===== config.mk =====
export PLATFORM = sky130hd
export DESIGN_NAME = todq_ctrl
export DESIGN_NICKNAME = d
export VERILOG_FILES = /design/src/hdl/timestamp_ordered_deque_core_assert.svh /design/src/hdl/todq_pkg.sv /design/src/hdl/todq_ctrl.sv
export SDC_FILE = /design/constraint.sdc
export NUM_CORES = 1
export LEC_CHECK = 0
export BUFFER_PORTS_ARGS = -buffer_cell sky130_fd_sc_hd__buf_2
export CELL_PAD_IN_SITES_DETAIL_PLACEMENT = 1
export CELL_PAD_IN_SITES_GLOBAL_PLACEMENT = 1
export CORE_ASPECT_RATIO = 0.9
export CORE_UTILIZATION = 34
export CTS_BUF_LIST = sky130_fd_sc_hd__clkbuf_8
export DETAILED_ROUTE_END_ITERATION = 10
export GPL_TIMING_DRIVEN = 0
export PLACE_DENSITY = 0.92
export SLEW_MARGIN = 15
export SYNTH_ARGS = -nofsm -noshare
export SYNTH_HDL_FRONTEND = slang
export SYNTH_SLANG_ARGS = --single-unit

===== constraint.sdc =====
create_clock -name clk -period 3.37 [get_ports clk]
set_input_delay 0.1685 -clock clk [delete_from_list [all_inputs] [get_ports clk]]
set_output_delay 0.1685 -clock clk [all_outputs]
set_load 0.005 [all_outputs]

===== src/hdl/timestamp_ordered_deque_core_assert.svh =====
// ---------------------------------------------------------------------------
// Assertion macros for the timestamp ordered deque
// Clocked on clk, disabled during rst.
// ---------------------------------------------------------------------------
`ifndef TIMESTAMP_ORDERED_DEQUE_CORE_ASSERT_SVH
`define TIMESTAMP_ORDERED_DEQUE_CORE_ASSERT_SVH

// same-cycle implication
`define TODQ_ASSERT_NOW(lbl, ante, cons) \
  lbl: assert property (@(posedge clk) disable iff (rst) (ante) |-> (cons)) \
    else $error("deque check failed");

// next-cycle implication
`define TODQ_ASSERT_NEXT(lbl, ante, cons) \
  lbl: assert property (@(posedge clk) disable iff (rst) (ante) |=> (cons)) \
    else $error("deque check failed");

`endif


===== src/hdl/todq_pkg.sv =====
// ---------------------------------------------------------------------------
// todq_pkg
// Shared types and constants of the timestamp ordered deque.
// ---------------------------------------------------------------------------
package todq_pkg;

  localparam int DEPTH_DEF  = 64;
  localparam int SUBSEC_DEF = 1000000000;

  localparam int SEC_W   = 32;
  localparam int SUB_W   = 30;
  localparam int PAY_W   = 32;
  localparam int CNT_W   = 7;
  localparam int SPAN_W  = 62;

  localparam logic [1:0] CMD_INSERT     = 2'd0;
  localparam logic [1:0] CMD_POP_NEWEST = 2'd1;
  localparam logic [1:0] CMD_POP_OLDEST = 2'd2;
  localparam logic [1:0] CMD_QUERY      = 2'd3;

  localparam logic [1:0] ST_OK      = 2'd0;
  localparam logic [1:0] ST_SUB_BAD = 2'd1;
  localparam logic [1:0] ST_EMPTY   = 2'd2;
  localparam logic [1:0] ST_FULL    = 2'd3;

  typedef enum logic [1:0] {
    RD_PREV,
    RD_FIRST,
    RD_LAST
  } rd_sel_t;

  typedef struct packed {
    logic [SEC_W-1:0] sec;
    logic [SUB_W-1:0] sub;
    logic [PAY_W-1:0] pay;
  } entry_t;

  typedef struct packed {
    logic    in_ready;
    logic    rd_en;
    rd_sel_t rd_sel;
    logic    wr_shift;
    logic    wr_new;
    logic    pop_take;
    logic    latch_old;
    logic    latch_new;
    logic    mul_en;
    logic    add_en;
    logic    span_zero;
    logic    load_out;
  } ctl_cmd_t;

  typedef struct packed {
    logic       in_valid;
    logic [1:0] command;
    logic [1:0] status;
    logic       full;
    logic       empty;
    logic       cnt_lt2;
    logic       pos_zero;
    logic       new_before;
    logic       out_free;
  } ctl_stat_t;

endpackage


===== src/hdl/todq_ctrl.sv =====
// ---------------------------------------------------------------------------
// todq_ctrl
// Sequencer: insert walk, pop, span computation and result hand-off.
// ---------------------------------------------------------------------------
module todq_ctrl
  import todq_pkg::*;
(
  input  logic      clk,
  input  logic      rst,
  input  ctl_stat_t stat,
  output ctl_cmd_t  cmd
);

  typedef enum logic [3:0] {
    S_IDLE,
    S_DECODE,
    S_INS_RD,
    S_INS_CMP,
    S_INS_WR,
    S_POP_RD,
    S_POP_TAKE,
    S_SP_FIRST,
    S_SP_LAST,
    S_SP_LATCH,
    S_SP_MUL,
    S_SP_ADD,
    S_DONE
  } state_t;

  state_t state, state_next;

  always_ff @(posedge clk) begin
    if (rst) begin
      state <= S_IDLE;
    end else begin
      state <= state_next;
    end
  end

  always_comb begin
    cmd        = '0;
    cmd.rd_sel = RD_PREV;
    state_next = state;
    unique case (state)
      S_IDLE: begin
        cmd.in_ready = 1'b1;
        if (stat.in_valid) state_next = S_DECODE;
      end
      S_DECODE: begin
        if (stat.status != ST_OK || stat.command == CMD_QUERY) begin
          state_next = S_SP_FIRST;
        end else if (stat.command == CMD_INSERT) begin
          state_next = S_INS_RD;
        end else begin
          state_next = S_POP_RD;
        end
      end
      S_INS_RD: begin
        if (stat.pos_zero) begin
          state_next = S_INS_WR;
        end else begin
          cmd.rd_en  = 1'b1;
          cmd.rd_sel = RD_PREV;
          state_next = S_INS_CMP;
        end
      end
      S_INS_CMP: begin
        if (stat.new_before) begin
          cmd.wr_shift = 1'b1;
          state_next   = S_INS_RD;
        end else begin
          state_next = S_INS_WR;
        end
      end
      S_INS_WR: begin
        cmd.wr_new = 1'b1;
        state_next = S_SP_FIRST;
      end
      S_POP_RD: begin
        cmd.rd_en  = 1'b1;
        cmd.rd_sel = (stat.command == CMD_POP_NEWEST) ? RD_LAST : RD_FIRST;
        state_next = S_POP_TAKE;
      end
      S_POP_TAKE: begin
        cmd.pop_take = 1'b1;
        state_next   = S_SP_FIRST;
      end
      S_SP_FIRST: begin
        if (stat.cnt_lt2) begin
          cmd.span_zero = 1'b1;
          state_next    = S_DONE;
        end else begin
          cmd.rd_en  = 1'b1;
          cmd.rd_sel = RD_FIRST;
          state_next = S_SP_LAST;
        end
      end
      S_SP_LAST: begin
        cmd.latch_old = 1'b1;
        cmd.rd_en     = 1'b1;
        cmd.rd_sel    = RD_LAST;
        state_next    = S_SP_LATCH;
      end
      S_SP_LATCH: begin
        cmd.latch_new = 1'b1;
        state_next    = S_SP_MUL;
      end
      S_SP_MUL: begin
        cmd.mul_en = 1'b1;
        state_next = S_SP_ADD;
      end
      S_SP_ADD: begin
        cmd.add_en = 1'b1;
        state_next = S_DONE;
      end
      S_DONE: begin
        if (stat.out_free) begin
          cmd.load_out = 1'b1;
          state_next   = S_IDLE;
        end
      end
      default: state_next = S_IDLE;
    endcase
  end

endmodule


### Yosys cells after proc, flatten, opt, wreduce, memory -nomap -nowiden

Cells that the tools add are included.
Widths: inputs -> output; s select.

* word-level logic and storage cells: 48
* bits of input ports: 13
* output and inout port bits: 13
* register bits: 4

* multiplexer cells: 25
* equality and inequality tests: 16
* reduce and logical (&&, ||, !) cells: 6

Operator list (number)
* $pmux 4 s12: 1
* $mux 3: 7
* $eq 4x4->1 const B: 5
* $eq 4x3->1 const B: 4
* $mux 1: 13
* $pmux 3 s4: 1
* $eq 4x2->1 const B: 2
* $mux 4: 2
* $eq 4x1->1 const B: 1
* $logic_not 4->1: 1
* $ne 2x2->1 const B: 2
* $eq 2x1->1 const B: 1
* $eq 2x2->1 const B: 1
* $logic_not 2->1: 1
* $mux 2: 1
* $reduce_and 2->1: 1
* $reduce_bool 2->1: 1
* $reduce_or 2->1: 1
* $logic_or 1x1->1: 1

### Longest topological paths before layout

Gate-level depths: netlist (run 1).

* depth in word-level cells: 4
* gate-level depth with buffers: 5
* depth with buffers taken out: 3

### Worst setup path before layout (run 1)

No wires, ideal clock.

* kind: register to output
* from: register state[0]
* to: output cmd[9] in the netlist's numbering
* data required time: 3.201 ns
* arrival time: 1.034 ns
* stages on the path, launching flop included: 5
* setup slack: 2.167 ns
* path buffers: 1
* cells stage by stage: dfxtp_1 > buf_2 > nor2b_1 > nand2_1 > a211oi_1

RTL lines
* start: declaration: line todq_ctrl.sv:30 `state_t state, state_next;`
* start signal: assignment: line todq_ctrl.sv:36 `state <= state_next;`
* end: declaration: line todq_ctrl.sv:11 `output ctl_cmd_t cmd`

==> flow_summary.toml, run 1 <==
[yosys]
synthTopCellsByArea = "dfxtp_1, nor2b_1, nor2_1"
synth_warnings = 0
synth-main-ff-cell = "dfxtp_1"
synth_top_cells_by_count = "nor2_1, nor2b_1, nand2_1"
synth-seq-cells = 4
syn_inst = 75
async_flop_share_pct = 0
ys_types = 32
seq_area_frac_synth_pct = 14.8
netlist_area_um2 = 541
syn_area_per_cell_um2 = 7.21
syn_nets = 88
synth_top_cell_area_share_pct = 14.8
synth-edff-count = 0
yosys.area.top_type = "dfxtp_1"
synthMostInstantiatedCell = "nor2_1"

[drt]
routed_wl_mm = 1.60
ant_nets = 0
vias = 667
drc_errors = 0
wl_per_cell_um = 13.8
drt_iter0_markers = 8
viasPerCell = 5.75
firstDrtPassIters = 4

[clocking]
cts_buffers = 3
clock_latency_ns = 0.21
cts_sinks = 4
path_clk_slew_ns = 0.03
cts_setup_buffers = 0
root_buffer = "clkbuf_8"
ctsResizeCount = 0
tritoncts = "yes"
htree_num_levels = 1
hold_buffers = 0
cts_buffer_depth = 2

[finish]
largest_register_ffs = 4
diodes = 0
reg.largest.list = "state: 4 flops"
drive_gt1_share_pct = 36.6
area_growth_pct = 32.4
layout.nets = 116
largest-register = "state"

[min_path]
hp-class = "input port to flop"

[sta]
fmax_mhz = 587
fin_crit_ns = 1.70
slew_headroom_pct = 73.3
fin_skew_ns = 0.00104
worstMarginPinSlew_ns = 0.400
slew_viol_final = 0
whs_ns = 0.190
finalSetupViolations = 0
fin_setup_tns_ns = 0
finalHoldViolations = 0
post-route-period-util_pct = 50.5
rsz0062_at_grt = "no"

[global_routing]
grt_use_total_pct = 22.2
grt_pass1_vias = 611
grt_pass1_wl_mm = 2.88
grt-ovfl-total = 0
grt_max_degree = 11
antenna_found_initial = 0

[placement]
portBuffers = 23
globalplace.congestion = 0.844
dp_hpwl_mm = 1.22

[run]
cap_violations = 0

[floorplanning]
die_w_um = 44.0
core_um2 = 1460
design.portCount = 26
dieArea_um2 = 1750
die_y_um = 39.8
rows = 13
start_util_pct = 36.9

[setup_path]
worst_ep_required_time_ns = 3.20
end_kind = "output port"
startpoint_type = "flop"
cp.arrival_ns = 1.53
critPathKind = "flop to output port"
worstPathMaxFanout = 10

[power_and_ir_drop]
peakVddDrop_mv = 0.257
total_power_w = 0.000544
power_density_nw_per_um2 = 760
cellLeakagePower_nw = 0.341

[status]
status = "complete, no violations"
==> report_power, final <==
| group | switching (W) | leakage [nW] | internal (W) |
|---|---|---|---|
| Clock | 0.0000217 | 0.0216 | 0.0000759 |
| Sequential | 0.0000217 | 0.0331 | 0.0000677 |
| Combinational | 0.000197 | 0.286 | 0.000160 |
==> through the flow <==
stage,area [um2],utilization (%),instances,setup WS [ns]
detailed placement,674,46.1,113,1.88
finish,716,48.9,116,1.67
floorplan,541,-,75,2.17
CTS,716,48.9,116,1.66
global route,716,48.9,116,1.53
global placement,674,46.1,113,1.95
==> layer usage <==
metal / global-route usage, % / routed length [um] / vias up
met5: 0 / 0 / -
met4: 0.758 / 0 / 0
met3: 4.15 / 54 / 0
met2: 34.9 / 755 / 19
met1: 32.4 / 791 / 318
li1: - / - / 330
==> kinds of logic (layout without fill, tap and decap cells) <==
kind of cell	count (synthesis)	in the layout	share of synthesized area (%)
AOI/OAI and AO/OA	20	20	25.7
xor gates and xnor gates	1	1	1.62
buffers and inverters	10	36	11.3
DFF	4	4	14.8
and+or+nand+nor	40	40	46.5
==> path summary, 6_finish.rpt <==
kind,from,to,slack [ns],depth (start not counted)
max,state[0],cmd[9],1.67,5
min,rst,state[2],0.19,2
max reg2reg,state[0],state[3],2.07,4
min reg2reg,state[0],state[2],0.77,3
==> layout by cell type (no fill, tap or decap), types with 2 or more instances in the layout <==
cell type / count
o21ai_0: 3
nand2_1: 5
nor2_1: 8
dfxtp_1: 4
and4b_1: 2
nor3_1: 3
buf_4: 3
nor4b_1: 2
o311ai_0: 2
a31oi_1: 3
clkbuf_8: 3
a21oi_1: 3
nand2b_1: 4
nor2b_1: 7
buf_2: 27
inv_1: 2
a2bb2oi_1: 2
and3_1: 2
a21boi_0: 2
==> cell type report <==
class | instances | area, um2
plain buffers | 8 | 53.8
clock buffers | 3 | 41.3
fillers | 207 | 748
inverters | 2 | 7.51
multi-input cells | 61 | 399
flip-flops and latches | 4 | 80.1
well taps | 15 | 18.8
repair buffers | 23 | 115
==> critical path, cell delays in order (launching register included) <==
cell	delay, ns
dfxtp_1	0.29
buf_2	0.20
nor2b_1	0.39
nand2_1	0.10
a211oi_1	0.20
buf_2	0.14
No activity file was read; power rests on OpenSTA's default activity.
==> inputs of run 2 (changes only) <==
--- a/config.mk
+++ b/config.mk
@@ -9,11 +9,11 @@
 export CELL_PAD_IN_SITES_DETAIL_PLACEMENT = 1
 export CELL_PAD_IN_SITES_GLOBAL_PLACEMENT = 1
 export CORE_ASPECT_RATIO = 0.9
-export CORE_UTILIZATION = 34
+export CORE_UTILIZATION = 28
 export CTS_BUF_LIST = sky130_fd_sc_hd__clkbuf_8
 export DETAILED_ROUTE_END_ITERATION = 10
 export GPL_TIMING_DRIVEN = 0
-export PLACE_DENSITY = 0.92
+export PLACE_DENSITY = 0.82
 export SLEW_MARGIN = 15
 export SYNTH_ARGS = -nofsm -noshare
 export SYNTH_HDL_FRONTEND = slang
==> constraint.sdc (replaced) <==
create_clock -name clk -period 1.4 [get_ports clk]
set_input_delay 0.07 -clock clk [delete_from_list [all_inputs] [get_ports clk]]
set_output_delay 0.07 -clock clk [all_outputs]
set_load 0.005 [all_outputs]
==> run 2 against run 1 <==
The flow now finishes with violations (negative setup slack). Cell area rose by 26%. Clock power increased to 2.7 times the previous value. Critical endpoint is now cmd[11]. Hold slack lost 0.13 ns. Largest power group unchanged. Utilization rose by 3.1 points. Largest cell class unchanged. Wire length is 41% higher. First-iteration DRC count is 75% higher. Flip-flop and latch count did not move. Register-to-register slack got worse by 2.0 ns. Non-clock buffer count is 9 higher.
==> flow_summary.toml, run 2 (synthesis gave the netlist of run 1 again) <==
[setup_path]
cp.arrival_ns = 1.35
slowest_stage = "dfxtp_1"
startpoint_type = "flop"
end_kind = "output port"
worstPathMaxFanout = 10
critPathKind = "flop to output port"
slowest_delay_ns = 0.33
worst_ep_required_time_ns = 1.33
path_cells = "buf_6 -> buf_8 -> nand2_1 -> a2bb2oi_1 -> o22ai_1 -> buf_2"

[status]
status = "finished with violations"
violations = "negative setup slack"

[drt]
vias = 738
drc_errors = 0
drt_iter0_markers = 14
routed_wl_mm = 2.25
viasPerCell = 5.51
firstDrtPassIters = 4
wl_per_cell_um = 16.8
ant_nets = 0

[power_and_ir_drop]
clkPwrFrac_pct = 14.6
netSwitchingPower_w = 0.000742
p_int_w = 0.00104
power_density_nw_per_um2 = 1980
swShare_pct = 41.7
peakVddDrop_mv = 0.897
cellLeakagePower_nw = 0.415
combPwrFrac_pct = 71.7
seqPwrFrac_pct = 13.7

[finish]
mostFrequentLayoutCell = "buf_2"
largest-register = "state"
area_growth_pct = 66.9
reg.largest.list = "state: 4 flops"
layout.cells.non_filler = 134
fin_util_pct = 52.0
drive_gt1_share_pct = 48.2
largest_register_ffs = 4
fin_area_um2 = 902
layout_common_cells = "buf_2, nor2_1, buf_4, nor2b_1, nand2_1"
layout.nets = 125
diodes = 0

[sta]
layout_setup_ws_ns = -0.0209
rsz0062_at_grt = "yes"
post-route-period-util_pct = 101
worstMarginPinSlew_ns = 0.356
finalSetupViolations = 1
fin_skew_ns = 0.00442
fin_crit_ns = 1.42
fmax_mhz = 704
slew_viol_final = 0
slew_headroom_pct = 76.0
finalHoldViolations = 0

[global_routing]
grt-ovfl-total = 0
grt_use_total_pct = 21.4
use_met1_pct = 26.7
grt_pass1_wl_mm = 3.41
met2_usage_pct = 36.9
grt_max_degree = 11
antenna_found_initial = 0
grt.busiest_layer = "met2"
grt_pass1_vias = 681
use_met3_pct = 2.81

[clocking]
tritoncts = "yes"
cts_buffer_depth = 2
htree_num_levels = 1
root_buffer = "clkbuf_8"
clock_latency_ns = 0.23
path_clk_slew_ns = 0.04
cts_buffers = 3
cts_sinks = 4

[placement]
dp_cells = 122
dp_hpwl_mm = 1.41
globalplace.congestion = 0.838
portBuffers = 23
placed_cell_area_um2 = 686

[floorplanning]
design.portCount = 26
start_util_pct = 31.2
die_y_um = 43.7
die_w_um = 48.3
core_um2 = 1730
rows = 14
dieArea_um2 = 2110

[run]
cap_violations = 0

[min_path]
hp-class = "input port to flop"
run 2: path summary, 6_finish.rpt:
check        cells past startpoint        to  slack, ns  startpoint
max                              6   cmd[11]      -0.02    state[0]
min                              2  state[2]       0.06         rst
max reg2reg                      4  state[1]       0.10    state[0]
min reg2reg                      3  state[3]       0.74    state[2]
run 2: layer usage:
layer	vias to the layer above	part of all wire (%)
li1	348	-
met1	352	45
met2	36	49
met3	2	5.0
met4	0	0.93
met5	-	0
run 2: power by group through the flow:
stage               registers (W)  clock network (W)  logic, W
finish                   0.000244           0.000261   0.00128
global route             0.000250           0.000269   0.00137
CTS                      0.000233           0.000262  0.000979
detailed placement       0.000215                  0  0.000863
global placement         0.000210                  0  0.000829
floorplan                0.000199                  0  0.000613
run 2: area by class of cell:
class | instances | area (um2)
fillers | 225 | 832
multi-input cells | 61 | 435
repair buffers | 32 | 195
plain buffers | 8 | 105
flip-flops and latches | 4 | 87.6
clock buffers | 3 | 41.3
well taps | 24 | 30.0
inverters | 2 | 7.51
run 2: worst max-delay path: cells and delay by family (launching register included):
kind | cells | cell delay, ns
AOI/OAI and AO/OA | 2 | 0.30
buffers and inverters | 3 | 0.42
and+or+nand+nor | 1 | 0.07
DFF | 1 | 0.33
run 2: stage by stage:
stage	worst slack (ns)	TNS, ns	total power [W]	hold WS [ns]
after floorplan	0.252	0	0.000811	0.139
after global placement	0.0606	0	0.00104	0.316
after detailed placement	0.00471	0	0.00108	0.302
after CTS	-0.00203	-0.00206	0.00147	0.0567
after global routing	-0.0418	-0.0604	0.00189	0.0828
final	-0.0209	-0.0209	0.00178	0.0623
run 2: repair_timing:
item	4_1_cts	5_1_grt
hold buffers	0	0
cloned	0	0
endpoints found under the setup margin	10	7
pin swaps	0	2
gates resized for setup	16	11
setup buffers	0	9
==> inputs of run 3 (changes only) <==
--- a/config.mk
+++ b/config.mk
@@ -14,6 +14,7 @@
 export DETAILED_ROUTE_END_ITERATION = 10
 export GPL_TIMING_DRIVEN = 0
 export PLACE_DENSITY = 0.82
+export SETUP_SLACK_MARGIN = 0.15
 export SLEW_MARGIN = 15
 export SYNTH_ARGS = -nofsm -noshare
 export SYNTH_HDL_FRONTEND = slang
==> run 3 against run 2 <==
The flow still finishes with violations (negative setup slack). Sequential share of layout area shrank 1.6 points. Clock power rose by 8.4%. Fmax fell by 5.4%. First-iteration DRC count grew 43%. Global-route usage up 5.3 points. Die area is the same. Critical path depth unchanged. Flip-flop and latch count unchanged. Combinational power grew 45%. Non-clock buffer count is 15 higher. Critical endpoint unchanged. Largest cell class unchanged. Highest routed layer unchanged.
==> flow_summary.toml, run 3 (synthesis gave the netlist of run 1 again) <==
[status]
status = "finished with violations"
violations = "negative setup slack"

[setup_path]
critPathKind = "flop to output port"
r2r_end = "state[0]"
worstPathMaxFanout = 7
regToRegStartpoint = "state[1]"
cp.arrival_ns = 1.43
cp_num_cells = 6
crit_family = "buffers and inverters"
startpoint_type = "flop"
setup.worst_path.start = "state[0]"
crit_buf_inv = 3
worst_ep_required_time_ns = 1.33
slowest_stage = "dfxtp_2"
rrSetupSlack_ns = -0.08
ff2ff_path_depth = 4
slowest_delay_ns = 0.31
end_kind = "output port"
endpoint = "cmd[11]"
path_cells = "buf_6 -> buf_8 -> nor3b_4 -> a21oi_2 -> o22ai_1 -> buf_2"

[global_routing]
grt_use_total_pct = 26.7
antenna_found_initial = 0
grt_pass1_wl_mm = 4.15
grt_pass1_vias = 842
grt-ovfl-total = 0
grt_max_degree = 11

[sta]
fin_skew_ns = 0.00342
fin_setup_tns_ns = -0.312
fmax_mhz = 665
rsz0062_at_grt = "yes"
slew_headroom_pct = 70.5
worstMarginPinSlew_ns = 0.439
fin_crit_ns = 1.50
slew_viol_final = 0
finalHoldViolations = 0
finalSetupViolations = 5
layout_setup_ws_ns = -0.103
post-route-period-util_pct = 107

[finish]
layout.nets = 140
fin_util_pct = 64.2
drive_gt1_share_pct = 64.0
n_fill_cell = 218
area_growth_pct = 106
diodes = 0
layout_common_cells = "buf_2, buf_4, nor2_1, buf_6, nor2b_1"
largest-register = "state"
largest_register_ffs = 4
mostFrequentLayoutCell = "buf_2"
reg.largest.list = "state: 4 flops"

[power_and_ir_drop]
peakVddDrop_mv = 1.16
power_density_nw_per_um2 = 2150
cellLeakagePower_nw = 0.529

[run]
cap_violations = 0

[placement]
portBuffers = 23
dp_hpwl_mm = 1.41
globalplace.congestion = 0.838

[clocking]
htree_num_levels = 1
tritoncts = "yes"
cts_buffers = 3
root_buffer = "clkbuf_8"
cts_buffer_depth = 2
cts_sinks = 4
hold_buffers = 0
path_clk_slew_ns = 0.04
clock_latency_ns = 0.23

[floorplanning]
dieArea_um2 = 2110
rows = 14
design.portCount = 26
die_y_um = 43.7
core_um2 = 1730
start_util_pct = 31.2
die_w_um = 48.3

[drt]
drt_iter0_markers = 20
firstDrtPassIters = 4
ant_nets = 0
vias = 872
drc_errors = 0
routed_wl_mm = 3.52
viasPerCell = 5.85
wl_per_cell_um = 23.6

[min_path]
hold_start = "rst"
hp-class = "input port to flop"
==> run 3: cell count changes in the layout (fill, tap and decap cells not counted), moves of 3 or more <==
cell	change
buf_4	+10
clkbuf_16	+3
o21ai_0	-3
nor3_1	-3
==> run 3: per-stage QoR <==
stage / cell area, um2 / std cells / total power [W] / worst slack (ns) / hold WS [ns]
finish: 1110 / 149 / 0.00240 / -0.103 / 0.0982
global route: 1110 / 149 / 0.00248 / -0.136 / 0.0897
CTS: 890 / 135 / 0.00172 / 0.0436 / 0.0567
detailed placement: 686 / 122 / 0.00108 / 0.00471 / 0.302
global placement: 686 / 122 / 0.00104 / 0.0606 / 0.316
floorplan: 541 / 75 / 0.000811 / 0.252 / 0.139
==> run 3: power breakdown <==
| part | leakage, nW | total (W) | switching, W | internal (W) |
|---|---|---|---|---|
| Sequential | 0.0350 | 0.000250 | 0.0000680 | 0.000182 |
| Clock | 0.0216 | 0.000283 | 0.0000961 | 0.000187 |
| Combinational | 0.472 | 0.00186 | 0.000869 | 0.000994 |
==> run 3: area by class of cell <==
type                            instances  area, um2  share of cell area [%]
Clock buffer                            3       41.3                    3.71
Multi-Input combinational cell         61        487                    43.7
Sequential cell                         4       90.1                    8.09
Inverter                                2       7.51                   0.674
Timing Repair Buffer                   47        353                    31.7
Tap cell                               24       30.0                    2.70
Buffer                                  8        105                    9.44
==> run 3: how the worst min path moves through the flow <==
stage,slack (ns),cells after the start,endpoint
floorplan,0.14,1,state[2]
global placement,0.32,2,state[2]
detailed placement,0.30,2,state[2]
CTS,0.06,2,state[2]
global route,0.09,2,state[2]
finish,0.1,2,state[2]
==> run 3: what timing repair did <==
| item | 4_1_cts | 5_1_grt |
|---|---|---|
| gates resized for setup | 26 | 19 |
| endpoints found under the setup margin | 17 | 17 |
| setup buffers | 9 | 11 |
| gates cloned | 1 | 3 |
| pin swaps | 0 | 7 |
==> run 3: per-layer routing <==
layer,share of wire (%),up-vias,global-route usage (%),routed length (um)
met4,3.6,0,17.6,125
li1,-,378,-,-
met5,0,-,0,0
met1,41,425,29.9,1460
met3,7.6,12,6.32,266
met2,47,57,46.2,1670
